===== src/hdl/sks_pkg.sv =====
// Shared types and codes of the sorted key set core.
`timescale 1ns / 1ps

package sks_pkg;

   localparam int CMD_W  = 3;
   localparam int ST_W   = 3;
   localparam int FLAG_W = 16;

   localparam logic [CMD_W-1:0] CMD_INSERT    = 3'd0;
   localparam logic [CMD_W-1:0] CMD_QUERY     = 3'd1;
   localparam logic [CMD_W-1:0] CMD_SET_READY = 3'd2;
   localparam logic [CMD_W-1:0] CMD_SCAN      = 3'd3;
   localparam logic [CMD_W-1:0] CMD_CLEAR     = 3'd4;

   localparam logic [ST_W-1:0] ST_OK       = 3'd0;
   localparam logic [ST_W-1:0] ST_DUP      = 3'd1;
   localparam logic [ST_W-1:0] ST_INVALID  = 3'd2;
   localparam logic [ST_W-1:0] ST_FULL     = 3'd3;
   localparam logic [ST_W-1:0] ST_NOTFOUND = 3'd4;

   // Control token that walks the cell row with a request.
   typedef struct packed {
      logic             active;    // token present at this cell
      logic [CMD_W-1:0] cmd;
      logic             use_mask;
      logic             full;      // set held CAPACITY keys at request start
      logic             resolved;  // status fixed, cells take no action
      logic [ST_W-1:0]  status;
      logic             carry;     // displaced entry travels with the token
      logic             placed;    // insert key already written
      logic             hit;       // query, set or scan matched a cell
   } ctl_type;

endpackage


===== src/hdl/sks_cell.sv =====
// One cell of the row: a key slot, its ready flags and a token stage.
`timescale 1ns / 1ps

module sks_cell #(
   parameter int KEY_W = 15,
   parameter int CNT_W = 7,
   parameter int INDEX = 0
) (
   input  logic                        clock,
   input  logic                        reset,
   input  sks_pkg::ctl_type            prev_ctl,
   input  logic [KEY_W-1:0]            prev_carry_key,
   input  logic [sks_pkg::FLAG_W-1:0]  prev_carry_flags,
   input  logic [KEY_W-1:0]            prev_res_key,
   input  logic [sks_pkg::FLAG_W-1:0]  prev_res_flags,
   input  logic [CNT_W-1:0]            prev_res_ncur,
   input  logic [KEY_W-1:0]            probe_key,
   input  logic [sks_pkg::FLAG_W-1:0]  event_flags,
   input  logic [sks_pkg::FLAG_W-1:0]  event_mask,
   input  logic [CNT_W-1:0]            start_cursor,
   input  logic [CNT_W-1:0]            count,
   output sks_pkg::ctl_type            next_ctl,
   output logic [KEY_W-1:0]            next_carry_key,
   output logic [sks_pkg::FLAG_W-1:0]  next_carry_flags,
   output logic [KEY_W-1:0]            next_res_key,
   output logic [sks_pkg::FLAG_W-1:0]  next_res_flags,
   output logic [CNT_W-1:0]            next_res_ncur
);
   import sks_pkg::*;

   localparam logic [CNT_W-1:0] MY_INDEX = CNT_W'(INDEX);
   localparam logic [CNT_W-1:0] MY_NEXT  = CNT_W'(INDEX + 1);

   logic [KEY_W-1:0]  key_ff, key_in;
   logic [FLAG_W-1:0] flags_ff, flags_in;
   ctl_type           ctl_ff, ctl_in;
   logic [KEY_W-1:0]  carry_key_ff, carry_key_in;
   logic [FLAG_W-1:0] carry_flags_ff, carry_flags_in;
   logic [KEY_W-1:0]  res_key_ff, res_key_in;
   logic [FLAG_W-1:0] res_flags_ff, res_flags_in;
   logic [CNT_W-1:0]  res_ncur_ff, res_ncur_in;
   logic              occupied;
   logic [FLAG_W-1:0] masked;

   assign occupied = MY_INDEX < count;
   assign masked   = event_mask & flags_ff;

   always_comb begin
      ctl_in         = prev_ctl;
      carry_key_in   = prev_carry_key;
      carry_flags_in = prev_carry_flags;
      res_key_in     = prev_res_key;
      res_flags_in   = prev_res_flags;
      res_ncur_in    = prev_res_ncur;
      key_in         = key_ff;
      flags_in       = flags_ff;
      if (prev_ctl.active && !prev_ctl.resolved) begin
         case (prev_ctl.cmd)
            CMD_INSERT: begin
               if (prev_ctl.carry) begin
                  // shift: take the neighbor's entry, hand ours on
                  key_in         = prev_carry_key;
                  flags_in       = prev_carry_flags;
                  carry_key_in   = key_ff;
                  carry_flags_in = flags_ff;
                  ctl_in.carry   = occupied;
               end else if (!prev_ctl.placed) begin
                  if (!occupied || probe_key < key_ff) begin
                     if (prev_ctl.full) begin
                        ctl_in.resolved = 1'b1;
                        ctl_in.status   = ST_FULL;
                     end else begin
                        key_in         = probe_key;
                        flags_in       = '0;
                        ctl_in.placed  = 1'b1;
                        ctl_in.carry   = occupied;
                        carry_key_in   = key_ff;
                        carry_flags_in = flags_ff;
                     end
                  end else if (probe_key == key_ff) begin
                     ctl_in.resolved = 1'b1;
                     ctl_in.status   = ST_DUP;
                  end
               end
            end
            CMD_QUERY: begin
               if (occupied && probe_key == key_ff) begin
                  ctl_in.hit = 1'b1;
               end
            end
            CMD_SET_READY: begin
               if (occupied && probe_key == key_ff) begin
                  ctl_in.hit = 1'b1;
                  flags_in   = event_flags;
               end
            end
            CMD_SCAN: begin
               if (!prev_ctl.hit && occupied && MY_INDEX >= start_cursor &&
                   (!prev_ctl.use_mask || masked != '0)) begin
                  ctl_in.hit   = 1'b1;
                  res_key_in   = key_ff;
                  res_flags_in = prev_ctl.use_mask ? masked : flags_ff;
                  res_ncur_in  = MY_NEXT;
               end
            end
            CMD_CLEAR: begin
               flags_in = '0;
            end
            default: begin
            end
         endcase
      end
   end

   always_ff @(posedge clock) begin
      if (reset) begin
         ctl_ff   <= '0;
         flags_ff <= '0;
      end else begin
         ctl_ff   <= ctl_in;
         flags_ff <= flags_in;
      end
   end

   always_ff @(posedge clock) begin
      key_ff         <= key_in;
      carry_key_ff   <= carry_key_in;
      carry_flags_ff <= carry_flags_in;
      res_key_ff     <= res_key_in;
      res_flags_ff   <= res_flags_in;
      res_ncur_ff    <= res_ncur_in;
   end

   assign next_ctl         = ctl_ff;
   assign next_carry_key   = carry_key_ff;
   assign next_carry_flags = carry_flags_ff;
   assign next_res_key     = res_key_ff;
   assign next_res_flags   = res_flags_ff;
   assign next_res_ncur    = res_ncur_ff;

endmodule


===== config.mk =====
export PLATFORM = sky130hd
export DESIGN_NAME = sks_cell
export DESIGN_NICKNAME = d
export VERILOG_FILES = /design/src/hdl/sks_pkg.sv /design/src/hdl/sks_cell.sv
export SDC_FILE = /design/constraint.sdc
export NUM_CORES = 1
export LEC_CHECK = 0
export ABC_AREA = 1
export BUFFER_PORTS_ARGS = -buffer_cell sky130_fd_sc_hd__buf_2
export CORE_ASPECT_RATIO = 1.25
export CORE_UTILIZATION = 25
export CTS_CLUSTER_DIAMETER = 60
export CTS_CLUSTER_SIZE = 14
export DETAILED_ROUTE_END_ITERATION = 12
export GPL_TIMING_DRIVEN = 0
export PLACE_DENSITY_LB_ADDON = 0.15
export SLEW_MARGIN = 20
export SYNTH_ARGS = -nofsm -noshare
export SYNTH_HDL_FRONTEND = slang
export SYNTH_SLANG_ARGS = --single-unit

===== constraint.sdc =====
create_clock -name clock -period 3.9 [get_ports clock]
set_input_delay 0.39 -clock clock [delete_from_list [all_inputs] [get_ports clock]]
set_output_delay 0.39 -clock clock [all_outputs]
set_load 0.01 [all_outputs]

==> results of run 1 <==
==> per-stage QoR <==
stage / util / hold slack, ns / area [sq um] / power [W]
detailed placement: 0.332 / 0.482 / 6250 / 0.00161
floorplan: - / 0.448 / 4830 / 0.00143
global route: 0.361 / 0.135 / 6800 / 0.00320
CTS: 0.361 / 0.131 / 6800 / 0.00310
global placement: 0.332 / 0.478 / 6250 / 0.00161
finish: 0.361 / 0.153 / 6800 / 0.00306
==> cell type report <==
| type | instances | area (sq um) |
|---|---|---|
| Clock inverter | 7 | 85.1 |
| Multi-Input combinational cell | 442 | 2070 |
| Inverter | 56 | 210 |
| Tap cell | 232 | 290 |
| Timing Repair Buffer | 225 | 1130 |
| Buffer | 27 | 146 |
| Clock buffer | 25 | 465 |
| Fill cell | 2042 | 12000 |
| Sequential cell | 113 | 2410 |
==> registers in the layout (all words and copies together), names as in the netlist <==
| name | cells |
|---|---|
| next_carry_flags | 16 |
| next_res_key | 15 |
| next_ctl | 13 |
| next_res_flags | 16 |
| flags_ff | 16 |
| next_res_ncur | 7 |
| next_carry_key | 15 |
| key_ff | 15 |
==> layer usage <==
layer	part of all wire	global-route usage	vias to the layer above	wire, microns
met3	0.056	0.0506	18	908
met2	0.51	0.298	154	8210
met4	0.016	0.0608	2	265
li1	-	-	2535	-
met1	0.42	0.189	2099	6800
met5	0.00080	0	-	13
==> worst register-to-register path: stages, from the launching register on <==
cell and delay (ns):
edfxtp_1 0.35, inv_1 0.12, ha_1 0.26, nand2_1 0.10
inv_1 0.04, nand2_1 0.05, nand2_1 0.05, a21oi_1 0.17
nand2_1 0.13, nand2_2 0.11, nand2_2 0.09, nand2_1 0.09
nand2_2 0.11, inv_2 0.11, buf_6 0.26
==> placed cells by master (no fill, tap or decap), types with 3 or more instances in the layout <==
cell / Yosys / layout
nand3b_1: 12 / 12
edfxtp_1: 15 / 15
dfxtp_1: 98 / 98
buf_6: 3 / 3
nand2_2: 6 / 6
clkbuf_16: 0 / 17
nor3_1: 5 / 5
buf_1: 5 / 5
a21oi_1: 23 / 23
nand2_1: 235 / 235
nand3_1: 8 / 8
clkinv_2: 0 / 5
buf_2: 6 / 231
inv_2: 12 / 12
nor2_1: 37 / 37
inv_1: 43 / 43
clkbuf_1: 9 / 16
nand4_1: 6 / 6
ha_1: 15 / 15
buf_4: 4 / 4
o21ai_1: 40 / 40
o21ai_0: 44 / 44
==> synth_stat cells, types with 6 or more instances <==
master / n
nand2_1: 235
dfxtp_1: 98
o21ai_0: 44
inv_1: 43
o21ai_1: 40
nor2_1: 37
a21oi_1: 23
edfxtp_1: 15
ha_1: 15
inv_2: 12
nand3b_1: 12
clkbuf_1: 9
nand3_1: 8
buf_2: 6
nand2_2: 6
nand4_1: 6
==> cells by family (layout without fill, tap and decap cells) <==
logic type	after synthesis	count (layout)	share of synthesized area
and+or+nand+nor	316	316	0.270
DFF	113	113	0.499
AOI/OAI and AO/OA	111	111	0.119
buffers and inverters	83	340	0.0738
adders and majority gates	15	15	0.0388
==> report_power, final <==
part           leakage, nW  switching, W  internal (W)
combinational         2.28      0.000176      0.000144
clock                0.273      0.000529      0.000950
sequential           0.956     0.0000195       0.00124
total                 3.51      0.000724       0.00233
==> how the worst max path moves through the flow <==
stage / end / cells after the start
after floorplan: key_ff[0] / 13
after global placement: key_ff[13] / 14
after detailed placement: key_ff[11] / 14
after CTS: key_ff[13] / 14
after global routing: key_ff[13] / 14
final: key_ff[13] / 14
==> out/qor.txt, run 1 <==
drt drc - 0
Mapped Area - 0.00483 sq mm
YS warnings - 0
n_diodes - 0
actual slew at the worst max-slew pin - 0.625 ns
Post-synth top flop - dfxtp_1
Synth Instances - 638
post-synthesis register bit count - 113
VDD IR-drop max - 0.273 mV
most used cell, CP - nand2_1
ANT nets after route - 0
vias in the first global route - 4796
first-pass GRT wire length - 24.9 mm
pwr dens - 449 mW/mm^2
Total GRT Usage - 0.168
crit end category - flip-flop
unrepaired setup endpoints after global routing - false
Hold EP - next_res_ncur[0]
Post-layout nets - 1042
Unique masters post-synth - 29
largest net degree at the start of global routing - 25
Slowest cell on crit path - edfxtp_1
Final TNS setup - 0 ns
core area - 0.0188 sq mm
clk buf depth - 2
GRT overflow - 0
main area contributors after synthesis - dfxtp_1 (41%), nand2_1 (18%), edfxtp_1 (9.3%), o21ai_0 (4.6%), o21ai_1 (4.1%)
clock skew - 0.0101 ns
worst r2r src - key_ff[14]
Ports - 227
CTS tree - built
HP Class - in -> reg
Std-Cell Rows - 56
leak pwr - 3.51 nW
initial antenna violation count - 1
Setup-failing EPs final - 0
Worst Reg-to-Reg Cells - 14
global placer's final weighted congestion - 0.768
Setup crit start kind - flip-flop
CTS H-tree depth - 4
hold path start - prev_res_ncur[0]
clock slew at reported path FFs - 0.05 ns
share of layout cells above drive strength 1 - 0.321
min cycle time layout - 2.39 ns
critical path buffer and inverter count - 4
Worst Setup SP - key_ff[14]
Max Fclk - 419 MHz
delay of the slowest critical-path stage - 0.35 ns
die footprint - 0.0199 sq mm
Sink Count - 113
Worst R2R End - key_ff[13]
Post-Syn Nets - 798
number of synthesized flops with an enable pin - 15
Seq/Total Area, Yosys - 0.499
DR iter-0 viols - 208
max-cap viol count - 0
P&R area growth vs syn - 40.7%
Final Hold Fails - 0
DR WL/cell - 14.4 microns
setup ws final - 1.51 ns
worst setup path class - reg -> reg
CTS Buf Count - 17
count of pins over their slew limit - 0
post-CTS setup buffer count - 0
top cell type's share of synthesized area - 0.406
Slew HR - 0.583
clk root buf - clkbuf_16
WL final - 16.2 mm
flop-to-flop setup slack - 1.51 ns
I/O Buffers - 225
pre-CTS WS - 1.37 ns
worst-path cell chain - inv_1 -> ha_1 -> nand2_1 -> inv_1 -> nand2_1 -> nand2_1 -> a21oi_1 -> nand2_1 -> nand2_2 -> nand2_2 -> nand2_1 -> nand2_2 -> inv_2 -> buf_6
Initial Util - 0.257
crit-path max FO - 24
Resized cells post-CTS - 0
Via density - 4.27
fin cells - 1127
ys async rst share - 0
syn avg cell area - 7.58 sq um
hold path cells - 3
Final Cycle Share - 0.613
Die Ht - 157 microns
hpwl dp - 12.7 mm
CTS Hold Bufs - 0
outcome - complete, no violations
Top Family by Delay on Critical Path - simple AND/OR/NAND/NOR gates
CP Data Required Time - 3.99 ns
die width - 126 microns
arrival time at the worst endpoint - 2.48 ns
Vias - 4808
Yosys top cell by area - dfxtp_1
Clk Latency, worst-skew pair - 0.41 ns
DR pass1 iterations - 4
placed cell count - 1095
Power figures use the tool's default switching activity.
==> run 2: changes to the inputs <==
- clock period: 3.9 -> 2.24 ns (I/O delays scaled with it)
==> out/qor.txt, run 2 (same netlist as run 1, synthesis figures left out) <==
CP Data Required Time - 2.37 ns (was 3.99 ns)
Std-Cell Rows - 56 (unchanged)
I/O Buffers - 225 (unchanged)
outcome - complete, no violations (unchanged)
VDD IR-drop max - 0.476 mV (was 0.273 mV)
placed cell count - 1095 (unchanged)
Clk Latency, worst-skew pair - 0.42 ns (was 0.41 ns)
worst setup path class - reg -> reg (unchanged)
core area - 0.0188 sq mm (unchanged)
Filler cells - 2010 (was 2042)
vias in the first global route - 4869 (was 4796)
share of layout cells above drive strength 1 - 0.329 (was 0.321)
WL final - 16.7 mm (was 16.2 mm)
DR pass1 iterations - 4 (unchanged)
Final TNS setup - 0 ns (unchanged)
clock slew at reported path FFs - 0.05 ns (about the same)
fin cells - 1152 (was 1127)
Via density - 4.32 (was 4.27)
Ports - 227 (unchanged)
Final Cycle Share - 0.946 (was 0.613)
drt drc - 0 (unchanged)
DR WL/cell - 14.5 microns (was 14.4 microns)
Setup crit start kind - flip-flop (unchanged)
first-pass GRT wire length - 25.2 mm (was 24.9 mm)
P&R area growth vs syn - 48.3% (was 40.7%)
most frequent cells in the layout - nand2_1 (232), buf_2 (228), dfxtp_1 (98) (was nand2_1 (235), buf_2 (231), dfxtp_1 (98))
Initial Util - 0.257 (unchanged)
hold path cells - 3 (unchanged)
hold path start - prev_res_key[2] (was prev_res_ncur[0])
Max Fclk - 472 MHz (was 419 MHz)
Worst Reg-to-Reg Cells - 14 (unchanged)
commonest non-fill, non-tap cell in the layout - nand2_1 (unchanged)
worst r2r src - key_ff[10] (was key_ff[14])
HP Class - in -> reg (unchanged)
Worst Setup SP - key_ff[10] (was key_ff[14])
hpwl dp - 12.7 mm (unchanged)
Post-layout nets - 1067 (was 1042)
leak pwr - 3.65 nW (was 3.51 nW)
Slew HR - 0.582 (was 0.583)
n_diodes - 0 (unchanged)
Total GRT Usage - 0.170 (was 0.168)
clk buf depth - 2 (unchanged)
initial antenna violation count - 1 (unchanged)
count of pins over their slew limit - 0 (unchanged)
global placer's final weighted congestion - 0.768 (unchanged)
Vias - 4972 (was 4808)
actual slew at the worst max-slew pin - 0.627 ns (was 0.625 ns)
clock skew - 0.0145 ns (was 0.0101 ns)
GRT overflow - 0 (unchanged)
largest net degree at the start of global routing - 17 (was 25)
DR iter-0 viols - 210 (was 208)
pwr dens - 748 mW/mm^2 (was 449 mW/mm^2)
Final Hold Fails - 0 (unchanged)
die width - 126 microns (unchanged)
Sink Count - 113 (unchanged)
crit end category - flip-flop (unchanged)
arrival time at the worst endpoint - 2.25 ns (was 2.48 ns)
Setup-failing EPs final - 0 (unchanged)
CTS H-tree depth - 4 (unchanged)
clk root buf - clkbuf_16 (unchanged)
crit-path max FO - 6 (was 24)
CTS tree - built (unchanged)
min cycle time layout - 2.12 ns (was 2.39 ns)
max-cap viol count - 0 (unchanged)
CTS Buf Count - 17 (unchanged)
ANT nets after route - 0 (unchanged)
die footprint - 0.0199 sq mm (unchanged)
Die Ht - 157 microns (unchanged)
-- run 2: cell count changes in the layout (fill, tap and decap cells not counted), sizes merged --
| cell | before | now |
|---|---|---|
| buf | 243 | 247 |
| clkbuf | 34 | 36 |
| clkinv | 6 | 7 |
| dlygate4sd3 | 0 | 19 |
| inv | 55 | 54 |
-- run 2: through the flow --
| stage | setup WS [ns] | utilization | area (sq um) | power [W] | hold WS [ns] |
|---|---|---|---|---|---|
| 2_1_floorplan | 0.298 | - | 4830 | 0.00250 | 0.293 |
| 3_3_place_gp | -0.244 | 0.332 | 6250 | 0.00280 | 0.402 |
| 3_5_place_dp | -0.225 | 0.332 | 6250 | 0.00280 | 0.406 |
| 4_1_cts | 0.0254 | 0.374 | 7040 | 0.00543 | 0.000130 |
| 5_1_grt | -0.0209 | 0.381 | 7170 | 0.00561 | 0.0156 |
| 6_report | 0.120 | 0.381 | 7170 | 0.00537 | 0.00926 |
-- run 2: power by group --
part	switching, W	leakage [nW]	internal, W
clock network	0.000923	0.273	0.00165
registers	0.0000337	0.956	0.00215
logic	0.000320	2.42	0.000283
-- run 2: final timing paths --
path	to	slack, ns
max	key_ff[12]	0.12
min	next_res_key[2]	0.009
max reg2reg	key_ff[12]	0.12
min reg2reg	next_carry_flags[13]	0.49
-- run 2: layout make-up --
type | count | area (sq um) | share of cell area
clock inverters | 7 | 85.1 | 0.0119
well taps | 232 | 290 | 0.0405
multi-input cells | 442 | 2130 | 0.297
flip-flops and latches | 113 | 2410 | 0.336
repair buffers | 250 | 1400 | 0.196
inverters | 56 | 223 | 0.0311
plain buffers | 27 | 166 | 0.0232
clock buffers | 25 | 465 | 0.0649
-- run 2: per-layer routing --
| metal | GRT usage | vias to the layer above | share of wire |
|---|---|---|---|
| li1 | - | 2587 | - |
| met1 | 0.191 | 2203 | 0.42 |
| met2 | 0.302 | 164 | 0.51 |
| met3 | 0.0503 | 16 | 0.054 |
| met4 | 0.0608 | 2 | 0.014 |
| met5 | 0 | - | 0.00078 |
-- run 2: worst max-delay path, stage by stage, from the launching register on --
cell and delay (ns):
edfxtp_1 0.35, inv_1 0.11, ha_1 0.26, nand2_1 0.07
inv_1 0.05, nand2_1 0.06, nand2_1 0.06, a21oi_2 0.18
nand2_2 0.11, nand2_4 0.09, nand2_4 0.08, nand2_4 0.09
nand2_8 0.08, clkinv_8 0.09, clkbuf_16 0.15
-- run 2: repair_timing --
action                                  CTS  global route
pin swaps                                 0             5
buffers inserted                          0             4
hold endpoints to repair                 19             0
gates resized for setup                  10            22
endpoints found under the setup margin   33            61
gates cloned                              1             1
hold buffers                             19             0
